[config.mk]
export PLATFORM = sky130hd
export DESIGN_NAME = sem_mag
export DESIGN_NICKNAME = d
export VERILOG_FILES = /design/src/sem_pkg.sv /design/src/sem_mag.sv
export SDC_FILE = /design/constraint.sdc
export NUM_CORES = 1
export LEC_CHECK = 0
export BUFFER_PORTS_ARGS = -buffer_cell sky130_fd_sc_hd__buf_2
export CORE_MARGIN = 3
export CORE_UTILIZATION = 70
export CTS_BUF_LIST = sky130_fd_sc_hd__clkbuf_4 sky130_fd_sc_hd__clkbuf_8
export DETAILED_ROUTE_END_ITERATION = 10
export PLACE_DENSITY = 0.95
export SLEW_MARGIN = 20
export SYNTH_ARGS = -nofsm -noshare
export SYNTH_HDL_FRONTEND = slang
export SYNTH_SLANG_ARGS = --single-unit
export TNS_END_PERCENT = 10
[constraint.sdc]
create_clock -name clk -period 17.6 [get_ports clk]
set_clock_uncertainty 0.15 [all_clocks]
set_input_delay 2.64 -clock clk [delete_from_list [all_inputs] [get_ports clk]]
set_output_delay 2.64 -clock clk [all_outputs]
set_load 0.01 [all_outputs]
[src/sem_pkg.sv]
// shared types and constants for the sobel edge magnitude block
// no dependencies
`timescale 1ns / 1ps
package sem_pkg;
  localparam int MaxWidth = 1024;
  localparam int AddrW = $clog2(MaxWidth);
  localparam int PixW = 24;
  localparam logic [10:0] MaxWidth11 = 11'(MaxWidth);
  localparam logic [0:0] CfgWidth = 1'b0;
  localparam logic [0:0] CfgHeight = 1'b1;

  typedef enum logic [1:0] {
    ST_IDLE,
    ST_READ,
    ST_EMIT
  } state_t;

  typedef logic [7:0] chan_t;
  typedef logic [PixW-1:0] pix_t;
endpackage

[src/sem_mag.sv]
// sobel gradient and rounded magnitude for one channel
// depends on sem_pkg
`timescale 1ns / 1ps
module sem_mag
  import sem_pkg::*;
(
  input  logic        clk,
  input  logic        start,
  input  chan_t       p [9],
  input  logic [8:0]  msk,
  output logic        done,
  output chan_t       mag
);
  logic signed [11:0] gx, gy;
  logic [20:0] s_r, s_nxt;
  logic [8:0] n_r, n_nxt;
  logic [3:0] cnt_r, cnt_nxt;
  logic busy_r, busy_nxt;
  logic [8:0] trial;
  logic [17:0] sq;
  logic signed [9:0] v [9];

  // masked taps and kernels
  always_comb begin
    for (int i = 0; i < 9; i++) begin
      v[i] = msk[i] ? {2'b00, p[i]} : 10'sd0;
    end
    gx = 12'(v[2]) - 12'(v[0]) + 12'(v[8]) - 12'(v[6]) + 12'(v[5] <<< 1) - 12'(v[3] <<< 1);
    gy = 12'(v[6]) - 12'(v[0]) + 12'(v[8]) - 12'(v[2]) + 12'(v[7] <<< 1) - 12'(v[1] <<< 1);
  end

  // bitwise square root, one bit per cycle, then round
  always_comb begin
    trial = n_r | (9'd1 << cnt_r);
    sq = 18'(trial) * 18'(trial);
    s_nxt = s_r;
    n_nxt = n_r;
    cnt_nxt = cnt_r;
    busy_nxt = busy_r;
    done = 1'b0;
    if (start) begin
      s_nxt = 21'(gx * gx) + 21'(gy * gy);
      n_nxt = '0;
      cnt_nxt = 4'd7;
      busy_nxt = 1'b1;
    end else if (busy_r) begin
      if (cnt_r == 4'd8) begin
        busy_nxt = 1'b0;
        done = 1'b1;
      end else begin
        if (21'(sq) <= s_r) begin
          n_nxt = trial;
        end
        cnt_nxt = (cnt_r == 4'd0) ? 4'd8 : cnt_r - 4'd1;
      end
    end
  end

  always_comb begin
    if (s_r > 21'd65280) begin
      mag = 8'd255;
    end else if (s_r > 21'(n_r) * 21'(n_r) + 21'(n_r)) begin
      mag = (n_r >= 9'd255) ? 8'd255 : 8'(n_r + 9'd1);
    end else begin
      mag = 8'(n_r);
    end
  end

  always_ff @(posedge clk) begin
    s_r <= s_nxt;
    n_r <= n_nxt;
    cnt_r <= cnt_nxt;
    busy_r <= busy_nxt;
  end
endmodule

# == Word level (Yosys, flattened, before mapping) ==
# Cells that the tools add are included.
# Widths: inputs -> output; s select.
# op_classes
n_shift,1
bitwise_logic,2
n_lt_le_gt_ge,4
n_eq_ne,1
n_addsub,14
mux,17
n_reduce_logical,3
n_mul,4
# ops
operator,n
$mux 8,11
$mul 12x12->21,2
$mul 9x9->18,2
$add 11x10->12,2
$sub 12x10->12,2
$sub 10x9->11,2
$add 21x21->21,1
$gt 21x16->1 const B,1
$gt 21x19->1,1
$le 18x21->1,1
$add 9x9->10,2
$add 18x9->19,1
$sub 8x8->9,2
$ge 9x8->1 const B,1
$or 9x9->9,1
$shl 1x4->9 const A,1
$add 8x1->8 const B,1
$mux 1,5
$eq 4x4->1 const B,1
$logic_not 4->1,1
$mux 4,1
$sub 4x1->4 const B,1
$reduce_and 3->1,1
$reduce_and 2->1,1
$not 1->1,1
# totals
reg_bits,35
word_cells,50
output_inout_bits,9
inputBits,83

# == Logic depth before layout (Yosys ltp) ==
# Gate-level depths: netlist of run 1.
# depth
depth_word,8
depth_mapped,46
depth_no_buf,43

# == Least setup slack after synthesis of run 1 ==
# OpenSTA, ideal clock, no wires.
# synth_path
kind,input port to flip-flop
start,input msk[0]
end,"register s_r[20], data pin"
path_slack_ns,4.894
t_arrival_ns,12.296
t_required_ns,17.190
path_buffers,3
path_stages,42
setup_ns,0.260
path_cell_list,buf_4 buf_2 nand2_1 ha_1 a21o_1 a21o_1 a21oi_1 o22ai_1 a32o_1 maj3_1 a21oi_1 xor2_1 fa_1 inv_1 ha_1 or2_2 a21oi_1 a21oi_1 (+6 left out) fa_1 inv_1 fa_1 inv_1 fa_1 fa_1 fa_1 inv_1 fa_1 inv_1 ha_1 a21o_1 a21o_1 a211oi_1 o31a_1 o21ai_0 xnor2_1 xnor2_1
# synth_between
elab_chain_cells,8
word_cells_on_any_way,14
cone_classes,11 x add/sub; 2 x mul; 1 x mux
# synth_rtl
element,line,rtl
from (decl),sem_mag.sv:10,"input logic [8:0] msk,"
$mux 8 *,sem_mag.sv:26,"v[i] = msk[i] ? {2'b00, p[i]} : 10'sd0;"
"$sub 8x8->9, on equally long branches","sem_mag.sv:28, sem_mag.sv:29",
"$add 9x9->10, on equally long branches","sem_mag.sv:28, sem_mag.sv:29",
"$sub 10x9->11, on equally long branches","sem_mag.sv:28, sem_mag.sv:29",
"$add 11x10->12, on equally long branches","sem_mag.sv:28, sem_mag.sv:29",
"$sub 12x10->12, on equally long branches","sem_mag.sv:28, sem_mag.sv:29",
$mul 12x12->21,sem_mag.sv:42,s_nxt = 21'(gx * gx) + 21'(gy * gy);
$add 21x21->21 *,sem_mag.sv:42,
to (signal assigned),sem_mag.sv:70,s_r <= s_nxt;
to (decl),sem_mag.sv:15,"logic [20:0] s_r, s_nxt;"
# Mark *: on every way between the ends. The rest lies on a longest branch, timed or not.
# A chain may end at the register's enable or synchronous reset.

# == Worst setup path in the final report of run 1 ==
# Ends and elaborated chain as after synthesis.

==> results of run 1 <==
==> cells in the final DEF, fill, tap and decap left out, types with 32 or more instances in the layout <==
master,count
and2_1,66
nor2_1,139
ha_1,242
fa_1,356
nand2_1,181
buf_2,82
xnor2_1,76
xor2_1,42
inv_1,521
a21o_1,32
a21oi_1,57
==> layer usage <==
metal / global-route usage / vias to the layer above / routed length [um]
met4: 0.1852 / 0 / 2883
met2: 0.5826 / 687 / 22170
met1: 0.3355 / 6871 / 14430
met3: 0.04618 / 233 / 2906
li1: - / 6343 / -
met5: 0 / - / 0
==> per-stage QoR <==
| step | area [um2] | instances | hold slack [ps] | utilization |
|---|---|---|---|---|
| CTS | 18810 | 2418 | 396.6 | 0.7601 |
| finish | 18820 | 2418 | 395.7 | 0.7604 |
| detailed placement | 18720 | 2410 | 380.1 | 0.7565 |
| global placement | 18720 | 2410 | 361.7 | 0.7565 |
| global route | 18820 | 2418 | 437.4 | 0.7604 |
| floorplan | 17960 | 2022 | 338.3 | - |
==> tightest hold or removal path, cell delays in order (launching register included) <==
cell and delay [ps]:
dfxtp_1 340, a21oi_1 120, nor2_1 40
==> cell families (layout without fill, tap and decap cells) <==
kind of cell,after synthesis,after routing,synth area share
simple gates,499,499,0.1277
flops,35,35,0.05071
buf+inv,558,630,0.1174
xor+xnor,121,121,0.05984
mux,3,3,0.001811
compound gates,207,207,0.07663
fa+ha+maj,599,599,0.5659
==> path summary, 6_finish.rpt <==
kind         cells past startpoint  slack [ps]  startpoint        to
max reg2reg                     30        9650    cnt_r[1]    n_r[4]
max                             40        3640      msk[0]   s_r[20]
min                              2         400    cnt_r[3]  cnt_r[3]
min reg2reg                      2         400    cnt_r[3]  cnt_r[3]
==> flip-flops by register name, indices dropped and copies added, names as in the netlist <==
signal / cells
cnt_r: 4
busy_r: 1
n_r: 9
s_r: 21
==> final cells by class <==
type	instances	area (um2)	area share
clock buffers	6	76.32	0.004056
clock inverters	2	13.76	0.0007314
inverters	534	2007	0.1066
multi-input cells	1429	14950	0.7944
flip-flops and latches	35	910.9	0.04840
well taps	324	405.4	0.02154
repair buffers	88	455.4	0.02420
==> impl_metrics.py, run 1 <==
metrics = {
    "logic_synthesis": {
        "synth_top_area_share": 0.3968,
        "synth.area.top_cells": "fa_1 (40%), ha_1 (17%), inv_1 (11%)",
        "async_reset_ff_frac": 0,
        "synthCells": 2022,
        "yosys.cell_types.count": 65,
        "ys_ff_latch": 35,
        "yosysMostFrequentCell": "inv_1",
        "synth_enable_flop_cells": 21,
        "ys_seq_area_frac": 0.05071,
        "synth_fp_nets": 2703,
        "synth_area_per_cell_um2": 8.883,
        "synth.cell_area_mm2": 0.01796,
        "synth_flop_cell": "edfxtp_1",
        "yosys.area.top_type": "fa_1",
        "yosysWarnings": 0,
        "ys_top_cells_by_count": "inv_1 (521), fa_1 (356), ha_1 (242)",
    },
    "floorplanning": {
        "fp.coreArea_mm2": 0.02475,
        "die_x_um": 166.2,
        "die_height_um": 166.2,
        "rows": 57,
        "io_pins": 92,
        "die_area_mm2": 0.02762,
        "initial_utilization": 0.7258,
    },
    "route": {
        "routedWlPerCell_um": 17.53,
        "ant_nets": 0,
        "vias_per_cell": 5.845,
        "drtIter0Drc": 986,
        "dr.pass1.iters": 8,
        "vias": 14130,
        "drc_errors": 0,
        "wl_um": 42390,
    },
    "timing": {
        "hold_viol": 0,
        "rsz0062_at_grt": "false",
        "maxSlewViolCount": 0,
        "min_period_over_period": 0.7931,
        "finalCriticalPeriod_ps": 13960,
        "finalSetupTns_ps": 0,
        "slew_headroom": 0.2073,
        "setup_ws_ps": 3642,
        "finalSetupViolCount": 0,
        "max_freq_mhz": 71.64,
        "worst_pin_slew_ps": 1181,
    },
    "clock_tree": {
        "cts_resized": 0,
        "htreeDepth": 2,
        "clock_latency_ps": 300,
        "numCtsBuffers": 5,
        "cts_buffer_depth": 2,
        "ctsHoldBuffers": 0,
        "root_buffer": "clkbuf_8",
        "clkSinkCount": 35,
        "clkTransAtPathRegs_ps": 70,
        "cts_tree": "done",
        "cts_setup_buffers": 0,
    },
    "worst_setup_path": {
        "slowest_stage": "xor2_1",
        "worstSetupPathType": "input pin to flop",
        "worst-path-buf-inv": 9,
        "cp_slowest_stage_delay_ps": 780,
        "start_kind": "input pin",
        "required_ps": 17490,
        "cp_max_fo": 19,
        "crit_arrival_ps": 13840,
        "critPathTopFamily": "adder cells",
        "critPathCaptureType": "flop",
        "path_common_cell": "fa_1",
    },
    "hold_path": {
        "hp-class": "flop to flop",
    },
    "grt": {
        "grt_pass1_vias": 15960,
        "grt_pass1_wl_um": 71380,
        "grtUsageTotal": 0.3130,
        "grt_overflow": 0,
        "grt_max_degree": 39,
        "antenna_found_initial": 0,
    },
    "cells_and_area": {
        "syn_to_final_growth_pct": 4.772,
        "fillers": 1549,
        "drive_gt1_frac": 0.05778,
        "final_nets": 2774,
        "diodes": 0,
    },
    "place": {
        "preCtsSetupSlack_ps": 3615,
        "port_buffers": 82,
        "hpwl_um": 37130,
        "place_congestion": 0.9586,
    },
    "outcome": {
        "status": "complete, no violations",
    },
    "run": {
        "cap_violations": 0,
    },
}
Power of run 1 is left out: the tool's default activity adds up to more than one toggle a clock period on the data nets, which glitch-free logic cannot reach.
==> inputs of run 2 (changes only) <==
--- a/config.mk
+++ b/config.mk
@@ -7,7 +7,7 @@
 export LEC_CHECK = 0
 export BUFFER_PORTS_ARGS = -buffer_cell sky130_fd_sc_hd__buf_2
 export CORE_MARGIN = 3
-export CORE_UTILIZATION = 70
+export CORE_UTILIZATION = 66
 export CTS_BUF_LIST = sky130_fd_sc_hd__clkbuf_4 sky130_fd_sc_hd__clkbuf_8
 export DETAILED_ROUTE_END_ITERATION = 10
 export PLACE_DENSITY = 0.95
==> constraint.sdc (replaced) <==
create_clock -name clk -period 13.4 [get_ports clk]
set_clock_uncertainty 0.15 [all_clocks]
set_input_delay 2.01 -clock clk [delete_from_list [all_inputs] [get_ports clk]]
set_output_delay 2.01 -clock clk [all_outputs]
set_load 0.01 [all_outputs]
==> run 2 against run 1 <==
Against the previous run: register-to-register slack lost 4300 ps; final cell count is 0.87% higher; count of clock-buffer cells in the layout is the same; first-iteration DRC count increased by 29%; hold slack lost 10 ps; design area up 0.60%; sequential share of layout area barely moved; sequential cell count unchanged; critical path depth decreased by 1; non-clock buffer count is 10 higher; routed wire length increased by 2.8%; setup slack got worse by 3100 ps; critical path type unchanged; critical endpoint unchanged.
==> impl_metrics.py, run 2 (same netlist as run 1, synthesis figures left out) <==
metrics = {
    "grt": {
        "grt_pass1_wl_um": 73110,
        "grt_overflow": 0,
        "antenna_found_initial": 0,
        "grt_max_degree": 39,
        "grtUsageTotal": 0.3102,
        "grt_pass1_vias": 15830,
    },
    "timing": {
        "worst_pin_slew_ps": 1055,
        "finalCriticalPeriod_ps": 12850,
        "slew_headroom": 0.2966,
        "maxSlewViolCount": 0,
        "rsz0062_at_grt": "false",
        "finalSetupTns_ps": 0,
        "setup_ws_ps": 545.4,
        "finalSetupViolCount": 0,
        "min_period_over_period": 0.9593,
        "max_freq_mhz": 77.79,
        "hold_viol": 0,
    },
    "cells_and_area": {
        "final_common_cell": "inv_1",
        "largest_register_ffs": 21,
        "layout_common_cells": "inv_1 (521), fa_1 (356), ha_1 (242)",
        "syn_to_final_growth_pct": 5.399,
        "multiInputGateArea_mm2": 0.01494,
        "fillers": 1738,
        "seqCellArea_um2": 910.9,
        "final_nets": 2784,
        "drive_gt1_frac": 0.06179,
        "fin_area_mm2": 0.01893,
        "diodes": 0,
        "reg_top3": "s_r: 21 flops, n_r: 9 flops, cnt_r: 4 flops",
        "top_register": "s_r",
    },
    "floorplanning": {
        "io_pins": 92,
        "initial_utilization": 0.6796,
        "rows": 59,
        "die_height_um": 171.0,
        "fp.coreArea_mm2": 0.02643,
        "die_x_um": 171.0,
        "die_area_mm2": 0.02923,
    },
    "clock_tree": {
        "cts_setup_buffers": 0,
        "clkSinkCount": 35,
        "root_buffer": "clkbuf_8",
        "numCtsBuffers": 5,
        "clock_latency_ps": 290,
        "cts_buffer_depth": 2,
        "htreeDepth": 2,
        "ctsHoldBuffers": 0,
        "cts_resized": 0,
        "clkTransAtPathRegs_ps": 80,
        "cts_tree": "done",
    },
    "route": {
        "vias": 14140,
        "drc_errors": 0,
        "wl_um": 43580,
        "drtIter0Drc": 1271,
        "dr.pass1.iters": 6,
        "routedWlPerCell_um": 17.87,
        "vias_per_cell": 5.799,
        "ant_nets": 0,
    },
    "hold_path": {
        "hold_depth": 3,
        "hold_end": "cnt_r[0]",
        "hp-start": "busy_r",
        "hp-class": "flop to flop",
    },
    "worst_setup_path": {
        "critPathCaptureType": "flop",
        "critPathTopFamily": "adder cells",
        "worst-path-buf-inv": 7,
        "crit_arrival_ps": 12740,
        "path_common_cell": "fa_1",
        "cp_max_fo": 19,
        "required_ps": 13290,
        "r2r_cells": 29,
        "worstSetupPathType": "input pin to flop",
        "start_kind": "input pin",
        "regToRegSetupSlack_ps": 5370,
        "r2r-end": "n_r[1]",
        "cp_slowest_stage_delay_ps": 560,
        "slowest_stage": "fa_1",
        "r2r_start": "cnt_r[1]",
    },
    "outcome": {
        "status": "complete, no violations",
    },
    "run": {
        "cap_violations": 0,
    },
    "place": {
        "hpwl_um": 38050,
        "preCtsSetupSlack_ps": 358.0,
        "place_congestion": 0.9823,
        "placed_area_mm2": 0.01881,
        "port_buffers": 82,
    },
}
## run 2: layout make-up
| class | count | area share |
|---|---|---|
| sequential | 35 | 0.04812 |
| clock inverter | 2 | 0.002049 |
| timing repair buffer | 98 | 0.02802 |
| multi-input combinational | 1429 | 0.7893 |
| inverter | 534 | 0.1060 |
| tap | 335 | 0.02214 |
| clock buffer | 6 | 0.004362 |
## run 2: worst reg2reg max path: cells and delay by family (launching register included)
kind	cells	cell delay (ps)
compound gates	12	3370
fa+ha+maj	6	2650
simple gates	6	760
flops	1	490
xor+xnor	1	240
buf+inv	4	220
## run 2: metrics by stage
stage	hold slack [ps]	std cells	utilization
2_1_floorplan	338.3	2022	-
3_3_place_gp	364.8	2431	0.7117
3_5_place_dp	368.7	2431	0.7117
4_1_cts	385.5	2439	0.7163
5_1_grt	422.7	2439	0.7163
6_report	385.6	2439	0.7163
## run 2: worst max path at each step
| stage | endpoint | cells after the start | slack, ps | startpoint |
|---|---|---|---|---|
| floorplan | s_r[20] | 42 | 1320 | msk[0] |
| global placement | s_r[20] | 40 | 720 | msk[0] |
| detailed placement | s_r[20] | 39 | 360 | msk[0] |
| CTS | s_r[20] | 39 | 650 | msk[0] |
| global route | s_r[17] | 39 | 120 | msk[0] |
| finish | s_r[20] | 39 | 550 | msk[0] |
## run 2: routing by layer
metal | GRT usage | routed length [um] | up-vias
li1 | - | - | 6365
met1 | 0.3527 | 15060 | 6817
met2 | 0.5759 | 22870 | 717
met3 | 0.03535 | 2927 | 244
met4 | 0.1557 | 2724 | 0
met5 | 0 | 0 | -
Power of run 2 is left out for the same reason.
==> inputs of run 3 (changes only) <==
--- a/config.mk
+++ b/config.mk
@@ -6,7 +6,6 @@
 export NUM_CORES = 1
 export LEC_CHECK = 0
 export BUFFER_PORTS_ARGS = -buffer_cell sky130_fd_sc_hd__buf_2
-export CORE_MARGIN = 3
 export CORE_UTILIZATION = 66
 export CTS_BUF_LIST = sky130_fd_sc_hd__clkbuf_4 sky130_fd_sc_hd__clkbuf_8
 export DETAILED_ROUTE_END_ITERATION = 10
==> constraint.sdc (replaced) <==
create_clock -name clk -period 13.9 [get_ports clk]
set_clock_uncertainty 0.15 [all_clocks]
set_input_delay 2.085 -clock clk [delete_from_list [all_inputs] [get_ports clk]]
set_output_delay 2.085 -clock clk [all_outputs]
set_load 0.01 [all_outputs]
==> run 3 against run 2 <==
Against the previous run: design area is 0.36% lower; die area shrank 4.6%; hold slack better by 20 ps; critical path type unchanged; routed wire length fell by 3.9%; setup slack improved by 620 ps; via count is 0.30% lower; register-to-register slack better by 540 ps; core utilization shrank 1.3 points; highest routed layer unchanged; critical endpoint unchanged; count of clock-buffer cells in the layout stayed put; non-clock buffer count decreased by 7; sequential share of layout area about the same.
==> impl_metrics.py, run 3 (same netlist as run 1, synthesis figures left out) <==
metrics = {
    "outcome": {
        "status": "complete, no violations",
    },
    "grt": {
        "antenna_found_initial": 0,
        "grt_max_degree": 39,
        "grt_pass1_wl_um": 71060,
        "grtUsageTotal": 0.3152,
        "grt_overflow": 0,
        "grt_pass1_vias": 15980,
    },
    "floorplanning": {
        "die_area_mm2": 0.02788,
        "die_x_um": 167.0,
        "die_height_um": 167.0,
        "fp.coreArea_mm2": 0.02680,
        "initial_utilization": 0.6702,
        "rows": 60,
        "io_pins": 92,
    },
    "cells_and_area": {
        "top_register": "s_r",
        "multiInputGateArea_mm2": 0.01495,
        "final_nets": 2777,
        "syn_to_final_growth_pct": 5.015,
        "reg_top3": "s_r: 21 flops, n_r: 9 flops, cnt_r: 4 flops",
        "diodes": 0,
        "fillers": 1828,
        "post-route-util": 0.7038,
        "drive_gt1_frac": 0.05913,
        "largest_register_ffs": 21,
        "seqCellArea_um2": 910.9,
        "layout_common_cells": "inv_1 (521), fa_1 (356), ha_1 (242)",
        "final_common_cell": "inv_1",
    },
    "worst_setup_path": {
        "crit_arrival_ps": 12610,
        "start_kind": "input pin",
        "slowest_stage": "xnor2_1",
        "cp_slowest_stage_delay_ps": 760,
        "cp_max_fo": 19,
        "required_ps": 13770,
        "path_common_cell": "fa_1",
        "worstSetupPathType": "input pin to flop",
        "critPathCaptureType": "flop",
    },
    "clock_tree": {
        "root_buffer": "clkbuf_8",
        "clkTransAtPathRegs_ps": 80,
        "clock_latency_ps": 290,
        "cts_buffer_depth": 2,
        "ctsHoldBuffers": 0,
        "htreeDepth": 2,
        "clkSinkCount": 35,
        "cts_setup_buffers": 0,
        "cts_resized": 0,
        "cts_tree": "done",
        "numCtsBuffers": 5,
    },
    "timing": {
        "finalSetupViolCount": 0,
        "min_period_over_period": 0.9164,
        "finalSetupTns_ps": 0,
        "finalCriticalPeriod_ps": 12740,
        "maxSlewViolCount": 0,
        "rsz0062_at_grt": "false",
        "slew_headroom": 0.3100,
        "max_freq_mhz": 78.50,
        "worst_pin_slew_ps": 1030,
        "hold_viol": 0,
    },
    "route": {
        "wl_um": 41870,
        "vias_per_cell": 5.784,
        "drtIter0Drc": 1057,
        "dr.pass1.iters": 6,
        "vias": 14100,
        "ant_nets": 0,
        "drc_errors": 0,
        "routedWlPerCell_um": 17.17,
    },
    "place": {
        "hpwl_um": 36460,
        "place_congestion": 0.9820,
        "port_buffers": 82,
    },
    "run": {
        "cap_violations": 0,
    },
    "hold_path": {
        "hp-class": "flop to flop",
    },
}
[run 3: cell count changes in the layout (fill, tap and decap cells not counted), sizes merged]
cell	previous run	this run
buf	98	91
bufinv	1	0
clkinv	10	12
inv	525	524
[run 3: layout make-up]
cell class,instances,area share
clock buffers,6,0.004046
clock inverters,2,0.0007297
inverters,534,0.1064
multi-input cells,1429,0.7926
flip-flops and latches,35,0.04829
well taps,341,0.02262
repair buffers,91,0.02534
[run 3: final timing paths]
check,start,to,slack [ps],cells after the start
setup reg to reg,cnt_r[1],n_r[0],5910,30
hold reg to reg,busy_r,cnt_r[0],410,3
hold / removal,busy_r,cnt_r[0],410,3
setup / recovery,msk[0],s_r[20],1160,35
[run 3: per-layer routing]
layer  track usage  part of all wire
met5             0                 0
met2        0.5961              0.53
met1        0.3416              0.35
met4        0.1735             0.057
met3       0.03565             0.062
[run 3: critical path: cells and delay by family]
family,cells,cell delay (ps)
simple gates,5,910
compound gates,10,2500
xor+xnor,3,1020
fa+ha+maj,11,5030
buf+inv,6,1050
[run 3: stage by stage]
| step | instance area [um2] | setup slack, ps | cells | hold slack (ps) |
|---|---|---|---|---|
| 6_report | 18860 | 1162 | 2438 | 405.4 |
| 5_1_grt | 18860 | 730.1 | 2438 | 432.6 |
| 4_1_cts | 18850 | 1180 | 2438 | 398.5 |
| 3_5_place_dp | 18760 | 906.2 | 2430 | 379.7 |
| 3_3_place_gp | 18760 | 1290 | 2430 | 359.5 |
| 2_1_floorplan | 17960 | 1749 | 2022 | 338.3 |
Power of run 3 is left out for the same reason.
